**src/hw/rtl/sync_framed_crc8_frame_router_top_macros.svh**
```systemverilog
// ----------------------------------------------------------------------------
// frame router assertion macros
// shared concurrent assertion forms for the frame router rtl
// ----------------------------------------------------------------------------
`ifndef SYNC_FRAMED_CRC8_FRAME_ROUTER_TOP_MACROS_SVH
`define SYNC_FRAMED_CRC8_FRAME_ROUTER_TOP_MACROS_SVH

// same-cycle implication, checked out of reset
`define SFCR8_ASSERT_NOW(label, clk, rst_n, ante, cons) \
	label: assert property (@(posedge clk) disable iff (!rst_n) (ante) |-> (cons)) \
		else $error("frame router check failed");

// next-cycle implication, checked out of reset
`define SFCR8_ASSERT_NEXT(label, clk, rst_n, ante, cons) \
	label: assert property (@(posedge clk) disable iff (!rst_n) (ante) |=> (cons)) \
		else $error("frame router check failed");

`endif

```
**src/hw/rtl/sfcr8_pkg.sv**
```systemverilog
// ----------------------------------------------------------------------------
// frame router package
// constants, verdict codes and the crc-8 byte step for the frame router
// ----------------------------------------------------------------------------
`default_nettype none

package sfcr8_pkg;

	localparam int MAX_PAYLOAD_DEF = 32;
	localparam int PEER_SLOTS_DEF  = 8;

	localparam logic [7:0] SYNC_FIRST   = 8'hA5;
	localparam logic [7:0] SYNC_SECOND  = 8'h5A;
	localparam logic [7:0] CRC_POLY     = 8'h07;
	localparam logic [7:0] BROADCAST_ID = 8'hFF;

	// header byte positions
	localparam int POS_VERSION = 2;
	localparam int POS_SENDER  = 4;
	localparam int POS_LENGTH  = 6;

	// configuration register indexes
	localparam int CFG_IDX_W = 2;
	localparam logic [CFG_IDX_W-1:0] REG_EXPECTED_VERSION = 2'd0;
	localparam logic [CFG_IDX_W-1:0] REG_PEER_COUNT       = 2'd1;
	localparam logic [CFG_IDX_W-1:0] REG_PEER_IDS         = 2'd2;

	typedef enum logic [2:0] {
		V_NONE    = 3'd0,
		V_ROUTED  = 3'd1,
		V_BADCRC  = 3'd2,
		V_BADVER  = 3'd3,
		V_TOOLONG = 3'd4,
		V_NOPEER  = 3'd5
	} verdict_t;

	// crc-8, msb first, no reflection, no final xor
	function automatic logic [7:0] crc8_step(input logic [7:0] crc, input logic [7:0] data);
		logic [7:0] v;
		v = crc ^ data;
		for (int k = 0; k < 8; k++) begin
			v = v[7] ? ({v[6:0], 1'b0} ^ CRC_POLY) : {v[6:0], 1'b0};
		end
		return v;
	endfunction

endpackage

`default_nettype wire

```
**src/hw/rtl/sync_framed_crc8_frame_router_top.sv**
```systemverilog
// ----------------------------------------------------------------------------
// sync-framed crc-8 frame router
// byte-wise deframer with crc-8 check, version check and sender routing
// ----------------------------------------------------------------------------
// One received byte per transfer in, exactly one result per byte out. The
// block hunts for the sync pair 0xA5 0x5A, reads a five-byte header (version,
// type, sender, sequence, length), the payload and a closing crc-8 byte
// (poly 0x07, init 0, over header and payload). The crc byte carries the
// verdict: crc first, then version, then routing by sender (0xFF reaches every
// configured peer, else the first matching id as a one-hot mask). A length
// above MAX_PAYLOAD ends the attempt on the length byte itself. Throughput is
// one byte per clock while the result side does not stall; an input register
// is followed by a result register, with the frame state, crc byte step and
// eight-way id compare all done in the one logic stage between them. The input
// side keeps taking bytes while a finished result waits, until both stages are full.
// Configuration is taken on any cycle (cfg_ready is always high) and must only
// be written while the block is idle; index 3 is ignored.
// ----------------------------------------------------------------------------
`default_nettype none

`include "sync_framed_crc8_frame_router_top_macros.svh"

module sync_framed_crc8_frame_router_top
	import sfcr8_pkg::*;
#(
	parameter int MAX_PAYLOAD = MAX_PAYLOAD_DEF,
	parameter int PEER_SLOTS  = PEER_SLOTS_DEF
) (
	input  wire logic                 clk,
	input  wire logic                 arst_n,

	// byte input channel
	input  wire logic                 in_valid,
	output logic                      in_stall,
	input  wire logic [7:0]           rx_byte,

	// result channel
	output logic                      out_valid,
	input  wire logic                 out_stall,
	output logic                      in_frame,
	output logic [5:0]                byte_pos,
	output logic [7:0]                byte_echo,
	output logic                      frame_end,
	output logic [2:0]                verdict,
	output logic [7:0]                dest_mask,
	output logic [5:0]                frame_len,
	output logic [7:0]                sender,

	// configuration write channel
	input  wire logic                 cfg_valid,
	output logic                      cfg_ready,
	input  wire logic [CFG_IDX_W-1:0] cfg_index,
	input  wire logic [63:0]          cfg_data
);

	// position runs up to 7 + MAX_PAYLOAD on the crc byte
	localparam int POS_W = $clog2(MAX_PAYLOAD + 9);
	localparam int LEN_W = $clog2(MAX_PAYLOAD + 1);
	localparam int PID_W = PEER_SLOTS * 8;

	typedef enum logic [2:0] {
		PH_HUNT0,
		PH_HUNT1,
		PH_HEADER,
		PH_PAYLOAD,
		PH_CHECK
	} phase_t;

	// configuration registers
	logic [7:0]       expected_version_q;
	logic [3:0]       peer_count_q;
	logic [PID_W-1:0] peer_ids_q;

	// frame state
	phase_t           phase_q, phase_d;
	logic [POS_W-1:0] position_q, position_d;
	logic [LEN_W-1:0] length_q, length_d;
	logic [7:0]       crc_q, crc_d;
	logic [7:0]       version_q, version_d;
	logic [7:0]       sender_q, sender_d;

	// input register
	logic             valid_s1;
	logic [7:0]       byte_s1;

	// result register
	logic             out_valid_q;
	logic             in_frame_q;
	logic [5:0]       byte_pos_q;
	logic [7:0]       byte_echo_q;
	logic             frame_end_q;
	verdict_t         verdict_q;
	logic [7:0]       dest_mask_q;
	logic [5:0]       frame_len_q;
	logic [7:0]       sender_out_q;

	// combinational result of the byte in the input register
	logic             inf_c;
	logic [5:0]       pos_c;
	logic             end_c;
	verdict_t         verd_c;
	logic [7:0]       mask_c;
	logic [5:0]       len_c;
	logic [7:0]       snd_c;
	logic [7:0]       route_c;
	logic [POS_W-1:0] pos_next;
	logic [POS_W-1:0] total_len;
	logic             advance;

	// the byte moves on when the result register is free or being emptied
	assign advance   = valid_s1 && !(out_valid_q && out_stall);
	assign in_stall  = valid_s1 && out_valid_q && out_stall;
	assign cfg_ready = 1'b1;

	// ---------------- configuration ----------------
	always_ff @(posedge clk or negedge arst_n) begin
		if (!arst_n) begin
			expected_version_q <= 8'd1;
			peer_count_q       <= 4'd1;
			peer_ids_q         <= PID_W'(1);
		end else if (cfg_valid && cfg_ready) begin
			unique case (cfg_index)
				REG_EXPECTED_VERSION: expected_version_q <= cfg_data[7:0];
				REG_PEER_COUNT:       peer_count_q       <= cfg_data[3:0];
				REG_PEER_IDS:         peer_ids_q         <= cfg_data[PID_W-1:0];
				default:              ;
			endcase
		end
	end

	// ---------------- routing ----------------
	// broadcast marks every live entry, otherwise the first live match wins;
	// a count above the slot number simply makes all slots live
	always_comb begin
		logic found;
		logic live;
		found   = 1'b0;
		route_c = '0;
		for (int i = 0; i < PEER_SLOTS; i++) begin
			live = 4'(i) < peer_count_q;
			if (sender_q == BROADCAST_ID) begin
				route_c[i] = live;
			end else if (live && !found && peer_ids_q[i*8 +: 8] == sender_q) begin
				route_c[i] = 1'b1;
				found      = 1'b1;
			end
		end
	end

	assign pos_next  = position_q + POS_W'(1);
	assign total_len = POS_W'(length_q) + POS_W'(8);

	// ---------------- frame state step ----------------
	always_comb begin
		phase_d    = phase_q;
		position_d = position_q;
		length_d   = length_q;
		crc_d      = crc_q;
		version_d  = version_q;
		sender_d   = sender_q;
		inf_c      = 1'b0;
		pos_c      = '0;
		end_c      = 1'b0;
		verd_c     = V_NONE;
		mask_c     = '0;
		len_c      = '0;
		snd_c      = '0;

		unique case (phase_q)
			PH_HUNT0: begin
				if (byte_s1 == SYNC_FIRST) begin
					inf_c   = 1'b1;
					phase_d = PH_HUNT1;
				end
			end
			PH_HUNT1: begin
				// a wrong second sync byte is dropped, not retried as a first
				if (byte_s1 == SYNC_SECOND) begin
					inf_c      = 1'b1;
					pos_c      = 6'd1;
					position_d = POS_W'(2);
					crc_d      = '0;
					phase_d    = PH_HEADER;
				end else begin
					phase_d = PH_HUNT0;
				end
			end
			PH_HEADER: begin
				inf_c      = 1'b1;
				pos_c      = 6'(position_q);
				crc_d      = crc8_step(crc_q, byte_s1);
				position_d = pos_next;
				if (position_q == POS_W'(POS_VERSION)) begin
					version_d = byte_s1;
				end
				if (position_q == POS_W'(POS_SENDER)) begin
					sender_d = byte_s1;
				end
				if (position_q >= POS_W'(POS_LENGTH)) begin
					length_d = LEN_W'(byte_s1);
					if (byte_s1 > 8'(MAX_PAYLOAD)) begin
						end_c   = 1'b1;
						verd_c  = V_TOOLONG;
						snd_c   = sender_q;
						phase_d = PH_HUNT0;
					end else if (byte_s1 == 8'd0) begin
						phase_d = PH_CHECK;
					end else begin
						phase_d = PH_PAYLOAD;
					end
				end
			end
			PH_PAYLOAD: begin
				inf_c      = 1'b1;
				pos_c      = 6'(position_q);
				crc_d      = crc8_step(crc_q, byte_s1);
				position_d = pos_next;
				if (pos_next >= POS_W'(length_q) + POS_W'(7)) begin
					phase_d = PH_CHECK;
				end
			end
			PH_CHECK: begin
				inf_c   = 1'b1;
				pos_c   = 6'(position_q);
				end_c   = 1'b1;
				snd_c   = sender_q;
				len_c   = 6'(total_len);
				phase_d = PH_HUNT0;
				if (byte_s1 != crc_q) begin
					verd_c = V_BADCRC;
				end else if (version_q != expected_version_q) begin
					verd_c = V_BADVER;
				end else if (route_c != 8'd0) begin
					verd_c = V_ROUTED;
					mask_c = route_c;
				end else begin
					verd_c = V_NOPEER;
				end
			end
			default: phase_d = PH_HUNT0;
		endcase
	end

	// ---------------- input register ----------------
	always_ff @(posedge clk or negedge arst_n) begin
		if (!arst_n) begin
			valid_s1 <= 1'b0;
		end else if (!in_stall) begin
			valid_s1 <= in_valid;
		end
	end

	always_ff @(posedge clk) begin
		if (!in_stall && in_valid) begin
			byte_s1 <= rx_byte;
		end
	end

	// ---------------- frame state and result register ----------------
	always_ff @(posedge clk or negedge arst_n) begin
		if (!arst_n) begin
			phase_q      <= PH_HUNT0;
			position_q   <= '0;
			length_q     <= '0;
			crc_q        <= '0;
			version_q    <= '0;
			sender_q     <= '0;
			out_valid_q  <= 1'b0;
			in_frame_q   <= 1'b0;
			byte_pos_q   <= '0;
			byte_echo_q  <= '0;
			frame_end_q  <= 1'b0;
			verdict_q    <= V_NONE;
			dest_mask_q  <= '0;
			frame_len_q  <= '0;
			sender_out_q <= '0;
		end else begin
			if (!out_valid_q || !out_stall) begin
				out_valid_q <= valid_s1;
			end
			if (advance) begin
				phase_q      <= phase_d;
				position_q   <= position_d;
				length_q     <= length_d;
				crc_q        <= crc_d;
				version_q    <= version_d;
				sender_q     <= sender_d;
				in_frame_q   <= inf_c;
				byte_pos_q   <= pos_c;
				byte_echo_q  <= byte_s1;
				frame_end_q  <= end_c;
				verdict_q    <= verd_c;
				dest_mask_q  <= mask_c;
				frame_len_q  <= len_c;
				sender_out_q <= snd_c;
			end
		end
	end

	assign out_valid = out_valid_q;
	assign in_frame  = in_frame_q;
	assign byte_pos  = byte_pos_q;
	assign byte_echo = byte_echo_q;
	assign frame_end = frame_end_q;
	assign verdict   = verdict_q;
	assign dest_mask = dest_mask_q;
	assign frame_len = frame_len_q;
	assign sender    = sender_out_q;

	// ---------------- assertions ----------------
	// a mask is present exactly for a routed verdict
	`SFCR8_ASSERT_NOW(a_mask_iff_routed, clk, arst_n, out_valid_q,
		(verdict_q == V_ROUTED) == (dest_mask_q != 8'd0))
	// a unicast route hits one peer only
	`SFCR8_ASSERT_NOW(a_unicast_onehot, clk, arst_n,
		out_valid_q && verdict_q == V_ROUTED && sender_out_q != BROADCAST_ID,
		$onehot(dest_mask_q))
	// bytes outside a frame carry no position and never end one
	`SFCR8_ASSERT_NOW(a_outside_frame, clk, arst_n, out_valid_q && !in_frame_q,
		byte_pos_q == 6'd0 && !frame_end_q)
	// the end of any attempt sends the deframer back to hunting
	`SFCR8_ASSERT_NEXT(a_end_rehunt, clk, arst_n, advance && end_c,
		phase_q == PH_HUNT0)

endmodule

`default_nettype wire

```
**config.mk**
```make
export PLATFORM = sky130hd
export DESIGN_NAME = sync_framed_crc8_frame_router_top
export DESIGN_NICKNAME = d
export VERILOG_FILES = /design/src/hw/rtl/sfcr8_pkg.sv /design/src/hw/rtl/sync_framed_crc8_frame_router_top.sv
export VERILOG_INCLUDE_DIRS = /design/src /design/src/hw/rtl
export SDC_FILE = /design/constraint.sdc
export NUM_CORES = 1
export LEC_CHECK = 0
export BUFFER_PORTS_ARGS = -buffer_cell sky130_fd_sc_hd__buf_2
export CAP_MARGIN = 10
export CORE_ASPECT_RATIO = 1.1
export CORE_MARGIN = 3
export CORE_UTILIZATION = 40
export DETAILED_ROUTE_END_ITERATION = 12
export SLEW_MARGIN = 5
export SYNTH_ARGS = -nofsm -noshare
export SYNTH_HDL_FRONTEND = slang
export SYNTH_SLANG_ARGS = --single-unit
```
**constraint.sdc**
```tcl
create_clock -name clk -period 3.76 [get_ports clk]
set_clock_uncertainty 0.1 [all_clocks]
set_input_delay 0.188 -clock clk [delete_from_list [all_inputs] [get_ports clk]]
set_output_delay 0.188 -clock clk [all_outputs]
set_load 0.005 [all_outputs]
```
# Word-level counts from Yosys, hierarchy flattened
# Cells that the tools add are included.
[totals]
out_inout_bits = 44
mem_bits_ro = 0
inputBits = 79
elab_cells = 185
n_memories = 0
reg_bits = 166
latchBits = 0
ram_bits = 0
[op_classes]
n_lt_le_gt_ge = 11
mul = 0
shift = 0
div = 0
mux = 70
n_eq_ne = 25
bitwise = 9
reduce_logical = 47
n_addsub = 3
[ops]
columns = ["operator", "count"]
rows = [
  ["$eq 8x8->1", 8],
  ["$mux 8", 7],
  ["$mux 3", 18],
  ["$mux 1", 34],
  ["$pmux 8 s2", 2],
  ["$not 3->3", 8],
  ["$pmux 6 s2", 2],
  ["$logic_and 1x1->1", 20],
  ["$eq 8x8->1 const B", 2],
  ["$lt 3x4->1 const A", 4],
  ["$ne 8x8->1", 2],
  ["$mux 6", 2],
  ["$pmux 3 s4", 1],
  ["$reduce_and 3->1", 4],
  ["$logic_not 1->1", 11],
  ["$eq 8x7->1 const B", 1],
  ["$gt 8x6->1 const B", 1],
  ["$logic_not 8->1", 1],
  ["$lt 1x4->1 const A", 2],
  ["$lt 2x4->1 const A", 2],
  ["$ne 2x2->1 const B", 4],
  ["$reduce_bool 8->1", 1],
  ["$xor 8x8->8", 1],
  ["$add 6x1->6 const B", 1],
  ["other kinds (23)", 26],
]

# Logic depth before layout (Yosys ltp)
[logic_depth]
ltp_word = 44
depth_mapped = 9
mapped_depth_nobuf = 9

# Least setup slack after synthesis
# No wires, ideal clock.
[synth_timing]
kind = "flip-flop to flip-flop"
startpoint = "reg peer_count_q[3]"
endpoint = "reg verdict_q[2] (netlist: verdict[2])"
path_stages_with_launch = 8
t_required_ns = 3.540
arrival_time_ns = 2.271
setup_ns = 0.120
path_buffers = 1
synth_period_minus_slack_ns = 2.490
setup_slack_ns = 1.270
path_cell_list = "dfrtp_1 -> buf_6 -> or3_4 -> or2_4 -> nor3b_4 -> or4_4 -> o311a_1 -> a31o_1"
[synth_via]
elab_chain_cells = 44
elab_cells_between_ends = 64
cone_classes = "8 x order compare; 33 x mux; 23 x reduce/logical"
[synth_lines]
columns = ["element", "line", "text"]
rows = [
  ["start, declared", "sync_framed_crc8_frame_router_top.sv:71", "logic [3:0] peer_count_q;"],
  ["start signal, assigned", "sync_framed_crc8_frame_router_top.sv:124", "REG_PEER_COUNT: peer_count_q <= cfg_data[3:0];"],
  ["$lt 1x4->1", "sync_framed_crc8_frame_router_top.sv:140", "live = 4'(i) < peer_count_q;"],
  ["$logic_and 1x1->1", "sync_framed_crc8_frame_router_top.sv:143", "end else if (live && !found && peer_ids_q[i*8 +: 8] == sender_q) begin"],
  ["$mux 1", "sync_framed_crc8_frame_router_top.sv:143", ""],
  ["$mux 1", "sync_framed_crc8_frame_router_top.sv:141", "if (sender_q == BROADCAST_ID) begin"],
  ["$logic_not 1->1", "sync_framed_crc8_frame_router_top.sv:143", ""],
  ["$logic_and 1x1->1 (2 in a row)", "sync_framed_crc8_frame_router_top.sv:143", ""],
  ["$mux 1", "sync_framed_crc8_frame_router_top.sv:143", ""],
  ["$mux 1", "sync_framed_crc8_frame_router_top.sv:141", ""],
  ["[... 26 more ...]", "n/a", ""],
  ["$logic_and 1x1->1 (2 in a row)", "sync_framed_crc8_frame_router_top.sv:143", ""],
  ["$mux 1", "sync_framed_crc8_frame_router_top.sv:143", ""],
  ["$mux 1", "sync_framed_crc8_frame_router_top.sv:141", ""],
  ["$reduce_bool 8->1 *", "sync_framed_crc8_frame_router_top.sv:233", "end else if (route_c != 8'd0) begin"],
  ["$mux 3 *", "sync_framed_crc8_frame_router_top.sv:233", ""],
  ["$mux 3 *", "sync_framed_crc8_frame_router_top.sv:231", "end else if (version_q != expected_version_q) begin"],
  ["$mux 3 *", "sync_framed_crc8_frame_router_top.sv:229", "if (byte_s1 != crc_q) begin"],
  ["$pmux 3 s2 *", "sync_framed_crc8_frame_router_top.sv:169", "unique case (phase_q)"],
  ["end signal, assigned", "sync_framed_crc8_frame_router_top.sv:292", "verdict_q <= verd_c;"],
  ["end, declared", "sync_framed_crc8_frame_router_top.sv:92", "verdict_t verdict_q;"],
]
# Every way passes the cells marked *; elsewhere a longest branch is shown, timed or not.
# A chain may end at the register's enable or synchronous reset.

# Worst setup path after layout
[layout_timing]
startpoint = "reg byte_s1[6]"
endpoint = "reg dest_mask_q[6] (netlist: dest_mask[6])"
[layout_via]
elab_chain_cells = 3
[layout_lines]
columns = ["element", "line", "text"]
rows = [
  ["start, declared", "sync_framed_crc8_frame_router_top.sv:84", "logic [7:0] byte_s1;"],
  ["start signal, assigned", "sync_framed_crc8_frame_router_top.sv:255", "byte_s1 <= rx_byte;"],
  ["$ne 8x8->1", "sync_framed_crc8_frame_router_top.sv:229", ""],
  ["$mux 8", "sync_framed_crc8_frame_router_top.sv:229", ""],
  ["$mux 8", "sync_framed_crc8_frame_router_top.sv:169", ""],
  ["end signal, assigned", "sync_framed_crc8_frame_router_top.sv:293", "dest_mask_q <= mask_c;"],
  ["end, declared", "sync_framed_crc8_frame_router_top.sv:93", "logic [7:0] dest_mask_q;"],
]
# No other way between the ends.

==> impl_metrics.yaml <==
drt:
  num_vias: 5848
  wl_per_cell_um: 18.1
  via_per_inst: 5.23
  drtPass1Iterations: 5
  ant_nets: 0
  routed_wl_um: 20300
  initialDrtViolationCount: 438
  drc: 0
global_route:
  grt_pass1_wl_um: 33100
  antenna_found_initial: 0
  grt_max_degree: 103
  grtUsageTotal_pct: 19.3
  grt_pass1_vias: 6219
  overflow: 0
synth:
  syn_area_mm2: 0.00794
  syn_area_per_cell_um2: 11.8
  yosysUniqueCellTypes: 57
  synth-edff-count: 8
  syn_inst: 673
  postSynth.asyncResetShare_pct: 95.2
  ys_seq_area_share_pct: 52.9
  synth-seq-cells: 166
  yosysWarnings: 0
  synth_flop_cell: "dfrtp_1"
  mappedNetlistNets: 766
setup_path:
  endpoint_kind: "flip-flop"
  critPathBufInv: 0
  critPathTopFamily: "simple AND/OR/NAND/NOR gates"
  arrival_ns: 2.92
  start_kind: "flip-flop"
  cp_cell_sequence: "xnor2_1 -> ha_1 -> and3_1 -> and3_1 -> nand4_1 -> or3_4 -> o21ai_2"
  worst_r2r_endpoint: "dest_mask[6]"
  worstPathRequired_ns: 4.02
  crit_start: "byte_s1[6]"
  critical-path-max-stage-delay_ns: 0.53
  rrSetupSlack_ns: 1.10
  crit_top_cell: "and3_1"
  cp_slowest_cell: "or3_4"
  worst-setup-path-type: "reg2reg"
  worst_r2r_startpoint: "byte_s1[6]"
  r2r_cells: 7
  worstPathMaxFanout: 8
place:
  portBuffers: 121
  dp_hpwl_um: 13900
  place_ws_ns: 1.15
  gp_congestion: 0.849
power:
  leakagePower_nw: 4.51
  ir_worst_vdd_mv: 0.416
  powerDensity_mw_per_mm2: 604
die:
  rows: 53
  die-area_mm2: 0.0216
  start_util_pct: 41.1
  die_width_um: 140
  core_mm2: 0.0193
  ios: 123
  die_h_um: 154
cells_and_area:
  drive_above_1_share_pct: 29.6
  finalNetCount: 952
  n_antenna_cell: 0
  area_growth_syn_to_layout_pct: 26.7
timing:
  period_minus_slack_ns: 2.66
  grt_setup_unrepaired: "no"
  finalSetupTns_ns: 0
  worst_slack_ns: 1.10
  finalMaxSlewViolations: 0
  worst_pin_slew_ns: 1.01
  period_share_pct: 70.8
  finalHoldViolations: 0
  relSlewSlack_pct: 31.9
  fmax_mhz: 375
  setup_viol: 0
job:
  drv_cap: 0
hold_path:
  hold_end: "expected_version_q[1]"
  worstHoldPathType: "in2reg"
  hold_start: "cfg_index[0]"
  hold_depth: 3
clock_tree:
  clkLatencyLatePin_ns: 0.43
  cts_root_buffer: "clkbuf_16"
  clk_pin_slew_worst_paths_ns: 0.06
  cts_tree: "built"
  h-tree-depth: 4
  cts_buffers: 17
  clock-sinks: 166
  clockBufferDepth: 2
  post_cts_buffers: 0
outcome:
  status: "completed"
## worst min-delay path: stages
cell and delay (ns):
buf_2 0.10, nor3b_2 0.10, mux2_2 0.23
## sequential cells by signal, summed over array words and instances, names as in the netlist, 8 cells and up
register,count
byte_echo,8
version_q,8
byte_s1,8
sender,8
crc_q,8
peer_ids_q,64
dest_mask,8
sender_q,8
expected_version_q,8
## logic make-up after synthesis
group	after synthesis	synth area share, %
and+or+nand+nor	169	10.7
DFF	166	52.9
xor gates and xnor gates	101	11.3
muxes	97	13.7
AOI/OAI and AO/OA	82	6.76
buffers and inverters	43	2.30
adders and majority gates	14	2.21
other	1	0.0472
## per-stage QoR
stage                     power [mW]  instance area, um2  instances  hold WS [ns]  util [%]
after detailed placement        4.43                8740       1011         0.270      45.3
after CTS                       6.12               10100       1119         0.193      52.1
after global placement          4.35                8740       1011         0.267      45.3
after floorplan                 3.89                7940        673        -0.208         -
final                           6.07               10100       1119         0.137      52.1
after global routing            6.44               10100       1119         0.149      52.1
## layout by cell type, fill, tap and decap left out, drive strengths merged, types with 4 or more instances in the layout
cell / instances
and3: 7
nor3: 11
nand2: 68
dfrtp: 155
clkinv: 6
or4: 4
xor2: 20
inv: 9
nor4: 7
nor2: 22
nand3: 11
xnor2: 80
ha: 14
clkbuf: 21
nand2b: 6
nand4: 16
a21oi: 7
nand3b: 5
buf: 126
a22o: 15
clkinvlp: 4
a31oi: 4
mux2: 96
dlygate4sd3: 76
edfxtp: 8
o21ai: 38
## report_power, final
group          switching, mW  internal (mW)  total [mW]
clock network          0.721          0.895        1.62
registers              0.489           2.19        2.68
logic                  0.818          0.959        1.78
## synthesized netlist by cell type (all sizes together), types with 2 or more instances
library cell | number | area [um2]
a211oi | 2 | 15.0
a21o | 3 | 22.5
a21oi | 7 | 35.0
a22o | 15 | 131
a22oi | 2 | 15.0
a31o | 2 | 17.5
a31oi | 4 | 25.0
and3 | 7 | 43.8
buf | 11 | 62.6
clkbuf | 24 | 90.1
dfrtp | 155 | 3880
dfstp | 3 | 78.8
edfxtp | 8 | 240
ha | 14 | 175
inv | 8 | 30.0
mux2 | 96 | 1080
nand2 | 68 | 255
nand2b | 6 | 37.5
nand3 | 11 | 55.1
nand3b | 5 | 37.5
nand4 | 16 | 100
nor2 | 22 | 82.6
nor2b | 2 | 12.5
nor3 | 11 | 55.1
nor3b | 3 | 33.8
nor4 | 7 | 43.8
o21ai | 38 | 198
or2 | 2 | 15.0
or3 | 2 | 22.5
or4 | 4 | 33.8
xnor2 | 80 | 701
xor2 | 20 | 175
## metal layers
| metal | track usage [%] | part of all wire [%] |
|---|---|---|
| met5 | 0 | 0 |
| met4 | 5.49 | 1.6 |
| met3 | 5.04 | 5.4 |
| met2 | 32.7 | 51 |
| met1 | 24.5 | 42 |
## timing repair
item,CTS,global route
hold buffers,76,0
endpoints found under the hold margin,183,0
setup endpoints to repair,0,0
resized for setup,0,0
## final cells by class
| type | instances | area [um2] |
|---|---|---|
| multi-input cells | 464 | 3560 |
| fillers | 1663 | 9240 |
| well taps | 247 | 309 |
| clock inverters | 11 | 76.3 |
| clock buffers | 21 | 470 |
| inverters | 8 | 30.0 |
| flip-flops and latches | 166 | 4200 |
| repair buffers | 202 | 1410 |
## worst max path at each step
stage / to / slack [ns] / depth (start not counted)
6_report: dest_mask[6] / 1.10 / 7
5_1_grt: position_q[5] / 0.87 / 5
4_1_cts: dest_mask[6] / 1.11 / 7
3_5_place_dp: dest_mask[6] / 1.15 / 7
3_3_place_gp: dest_mask[5] / 1.19 / 7
2_1_floorplan: verdict[2] / 1.27 / 7
(Power assumes the default switching activity.)
